## src/hdl/gsa_ram.sv

```systemverilog
// ----------------------------------------------------------------------------
// gsa_ram
// Single-port-write, single-port-read RAM with registered read data.
// ----------------------------------------------------------------------------
module gsa_ram #(
    parameter int WIDTH = 8,
    parameter int DEPTH = 16
) (
    input  logic                     clk,
    input  logic                     we,
    input  logic [$clog2(DEPTH)-1:0] waddr,
    input  logic [WIDTH-1:0]         wdata,
    input  logic [$clog2(DEPTH)-1:0] raddr,
    output logic [WIDTH-1:0]         rdata
);

    logic [WIDTH-1:0] mem [DEPTH];

    always_ff @(posedge clk)
    begin
        if (we)
        begin
            mem[waddr] <= wdata;
        end
        rdata <= mem[raddr];
    end

endmodule
```

## config.mk

```make
export PLATFORM = sky130hd
export DESIGN_NAME = gsa_ram
export DESIGN_NICKNAME = d
export VERILOG_FILES = /design/src/hdl/gsa_ram.sv
export SDC_FILE = /design/constraint.sdc
export NUM_CORES = 1
export LEC_CHECK = 0
export ABC_AREA = 0
export BUFFER_PORTS_ARGS = -buffer_cell sky130_fd_sc_hd__buf_2
export CAP_MARGIN = 20
export CORE_MARGIN = 2
export CORE_UTILIZATION = 60
export CTS_CLUSTER_SIZE = 24
export DETAILED_ROUTE_END_ITERATION = 10
export PLACE_DENSITY_LB_ADDON = 0.15
export RECOVER_POWER = 50
export SYNTH_ARGS = -nofsm -noshare
export SYNTH_HDL_FRONTEND = slang
export SYNTH_SLANG_ARGS = --single-unit
```

## constraint.sdc

```tcl
create_clock -name clk -period 2.2 [get_ports clk]
set_clock_uncertainty 0.15 [all_clocks]
set_input_delay 0.11 -clock clk [delete_from_list [all_inputs] [get_ports clk]]
set_output_delay 0.11 -clock clk [all_outputs]
set_load 0.03 [all_outputs]
```

==> impl_metrics.csv <==
group,metric,value,unit
synth,yosysSeqAreaShare,77.8,%
sta,setup_slack,0.490,ns
layout,antenna_cells_inserted,0,
synth,synth_enable_flop_cells,128,
die,floorplan.core_area,0.00826,mm2
global_route,grt_antenna_before_repair,0,
sta,timing_hold_violations_final,0,
sta,worstMarginPinSlew,0.713,ns
run,number_of_maximum_capacitance_constraint_violations,0,
die,fp.dieW,96.6,um
routing,routed_wl,9600,um
synth,synth_top_area_cell,"sky130_fd_sc_hd__edfxtp_1",
critical_path,rr_endpoint,"rdata[3]",
routing,detailroute.via_count,2490,
global_route,globalRouteTotalUtil,22.9,%
power,static-leakage-power,2.13,nW
critical_path,worst-setup-path-type,"input pin to flop",
placed_design,dpl.cell_count,372,
global_route,via_count_of_the_first_global_routing_pass,2632,
synth,syn-cell-area,0.00515,mm2
placed_design,routabilityCongestion,0.809,
layout,post_route_cells_drive_above_1_share,27.7,%
critical_path,critical_path_peak_fanout,8,
routing,initialDrtViolationCount,197,
layout,synthToLayoutAreaGrowth,21.2,%
global_route,grt_overflow_total,0,
synth,synth_async_sr_flop_share,0,%
critical_path,cp_data_arrival_time,1.78,ns
synth,postSynthRegisterBits,136,
sta,rsz0062_at_grt,"false",
worst_hold_path,worst_min_delay_path_category,"input pin to flop",
sta,clock_period_minus_worst_slack,1.71,ns
worst_hold_path,sink_of_the_worst_hold_path,"mem[4][6]",
run_status,outcome,"complete, no violations",
clock_tree,worstSkewPairLatency,0.51,ns
routing,first_pass_iters,5,
clock_tree,cts_buffer_depth,2,
die,initial_core_util,62.3,%
synth,netlist_top_cells_area,"sky130_fd_sc_hd__edfxtp_1, sky130_fd_sc_hd__mux4_2, sky130_fd_sc_hd__mux4_1",
synth,top_post_synthesis_cells_by_count,"sky130_fd_sc_hd__edfxtp_1, sky130_fd_sc_hd__mux4_2, sky130_fd_sc_hd__a22oi_1",
critical_path,timing.critical_path.required,2.27,ns
sta,count_of_final_setup_violators,0,
clock_tree,cts_tree,"yes",
routing,via_per_inst,6.00,
routing,post_drt_wl_per_cell,23.1,um
power,max-vdd-ir-drop,644,uV
sta,slew_hr,52.5,%
die,die_area,0.00934,mm2
clock_tree,cts-buffers-inserted,17,
clock_tree,cts-resized-gates,0,
routing,postRouteAntennaNets,0,
sta,finalMaxSlewViolations,0,
sta,post-route-period-util,77.7,%
clock_tree,cts-root-buf,"sky130_fd_sc_hd__clkbuf_8",
global_route,grt_first_pass_wirelength,15300,um
critical_path,worstSetupEndpointType,"flop",
synth,yosys.cell_types.count,19,
sta,timing.setup.tns,0,ns
global_route,grt_max_degree,33,
die,ioPinCount,26,
critical_path,rr_startpoint,"mem[9][3]",
placed_design,place.detailed.hpwl,6080,um
power,power.density,991,mW/mm2
sta,maxClockFrequency,585,MHz
clock_tree,clk_pin_slew,0.06,ns
critical_path,timing.reg2reg.worst_path_depth,3,
die,rows,33,
synth,synthMostInstantiatedCell,"sky130_fd_sc_hd__edfxtp_1",
clock_tree,htreeDepth,4,
worst_hold_path,worst_hold_path.num_cells,3,
synth,synthFlopType,"sky130_fd_sc_hd__edfxtp_1",
power,total_power,6.18,mW
routing,number_of_drc_violations_after_detailed_routing,0,
synth,synthCells,229,
synth,net_count_of_the_mapped_netlist,247,
critical_path,worst_setup_path_start_kind,"input pin",
layout,nNetsFinal,315,
clock_tree,clock_sink_count,136,
layout,stdcell_count,415,
die,chipHeight,96.6,um
synth,post_synth.cell_area_avg,22.5,um2
placed_design,dpl_worst_slack,0.444,ns
worst_hold_path,holdCritStartpoint,"waddr[1]",
synth,yosys.area.top_type_share,74.7,%
synth,warnings_synthesis,0,
critical_path,worst-r2r-setup-slack,0.67,ns
placed_design,buffer_ports.inserted,25,
[where the power goes]
group          switching [mW]  leakage, nW  internal [mW]
registers              0.0174         1.22           2.90
clock network           0.998        0.302           1.96
logic                   0.185        0.608          0.128
total                    1.20         2.13           4.98
[metal layers]
layer	global-route usage, %	wire, um	up-vias
met3	7.08	804	6
li1	-	-	1110
met4	8.56	79	0
met2	34.2	4600	117
met5	0	0	-
met1	32.6	4120	1257
[metrics by stage]
| stage | utilization [%] | hold WS (ns) | instance area (um2) |
|---|---|---|---|
| floorplan | - | 0.0589 | 5150 |
| detailed placement | 66.8 | 0.353 | 5520 |
| CTS | 75.8 | 0.00658 | 6260 |
| global placement | 66.8 | 0.345 | 5520 |
| finish | 75.5 | 0.0454 | 6240 |
| global route | 75.5 | 0.0580 | 6240 |
[cell families (layout without fill, tap and decap cells)]
| group | Yosys count | count (layout) | share of synthesized area, % |
|---|---|---|---|
| mux | 32 | 32 | 15.0 |
| buf+inv | 10 | 91 | 1.68 |
| flops | 136 | 136 | 77.8 |
| simple gates | 35 | 35 | 3.18 |
| compound gates | 16 | 16 | 2.33 |
[repair_timing]
| item | in CTS | in global routing |
|---|---|---|
| hold buffers | 11 | 0 |
| endpoints found under the hold margin | 137 | 0 |
| setup buffers | 0 | 0 |
[area by class of cell]
type | instances | area (um2)
fill | 471 | 2020
tap | 105 | 131
sequential | 136 | 4000
timing repair buffer | 59 | 407
clock buffer | 21 | 469
multi-input combinational | 83 | 1060
clock inverter | 11 | 169
[flip-flops by register name (all words and copies together) (netlist names)]
register,flops
rdata,8
mem,128
[placed cells by master, fill, tap and decap left out, types with 4 or more instances in the layout]
cell type / count
sky130_fd_sc_hd__a22oi_1: 16
sky130_fd_sc_hd__buf_2: 16
sky130_fd_sc_hd__buf_4: 17
sky130_fd_sc_hd__bufinv_16: 4
sky130_fd_sc_hd__clkbuf_1: 13
sky130_fd_sc_hd__clkbuf_16: 16
sky130_fd_sc_hd__clkbuf_8: 5
sky130_fd_sc_hd__clkinvlp_4: 4
sky130_fd_sc_hd__dfxtp_1: 8
sky130_fd_sc_hd__dlygate4sd3_1: 11
sky130_fd_sc_hd__edfxtp_1: 128
sky130_fd_sc_hd__mux4_1: 14
sky130_fd_sc_hd__mux4_2: 18
sky130_fd_sc_hd__nand2_1: 9
sky130_fd_sc_hd__nor2_1: 13
sky130_fd_sc_hd__nor3_1: 4
[how the worst max path moves through the flow]
| stage | endpoint | cells past startpoint | from | slack, ns |
|---|---|---|---|---|
| after floorplan | mem[0][0] | 2 | waddr[2] | 0.45 |
| after global placement | rdata[3] | 5 | raddr[0] | 0.46 |
| after detailed placement | rdata[3] | 5 | raddr[0] | 0.44 |
| after CTS | mem[0][2] | 5 | waddr[0] | 0.59 |
| after global routing | mem[1][2] | 5 | waddr[0] | 0.41 |
| final | mem[0][2] | 5 | waddr[0] | 0.49 |
[worst max-delay path, stage by stage]
cell	delay [ns]
sky130_fd_sc_hd__dlygate4sd3_1	0.53
sky130_fd_sc_hd__clkbuf_1	0.18
sky130_fd_sc_hd__nor3_1	0.20
sky130_fd_sc_hd__dlygate4sd3_1	0.57
sky130_fd_sc_hd__buf_4	0.18
Power figures use the tool's default switching activity.
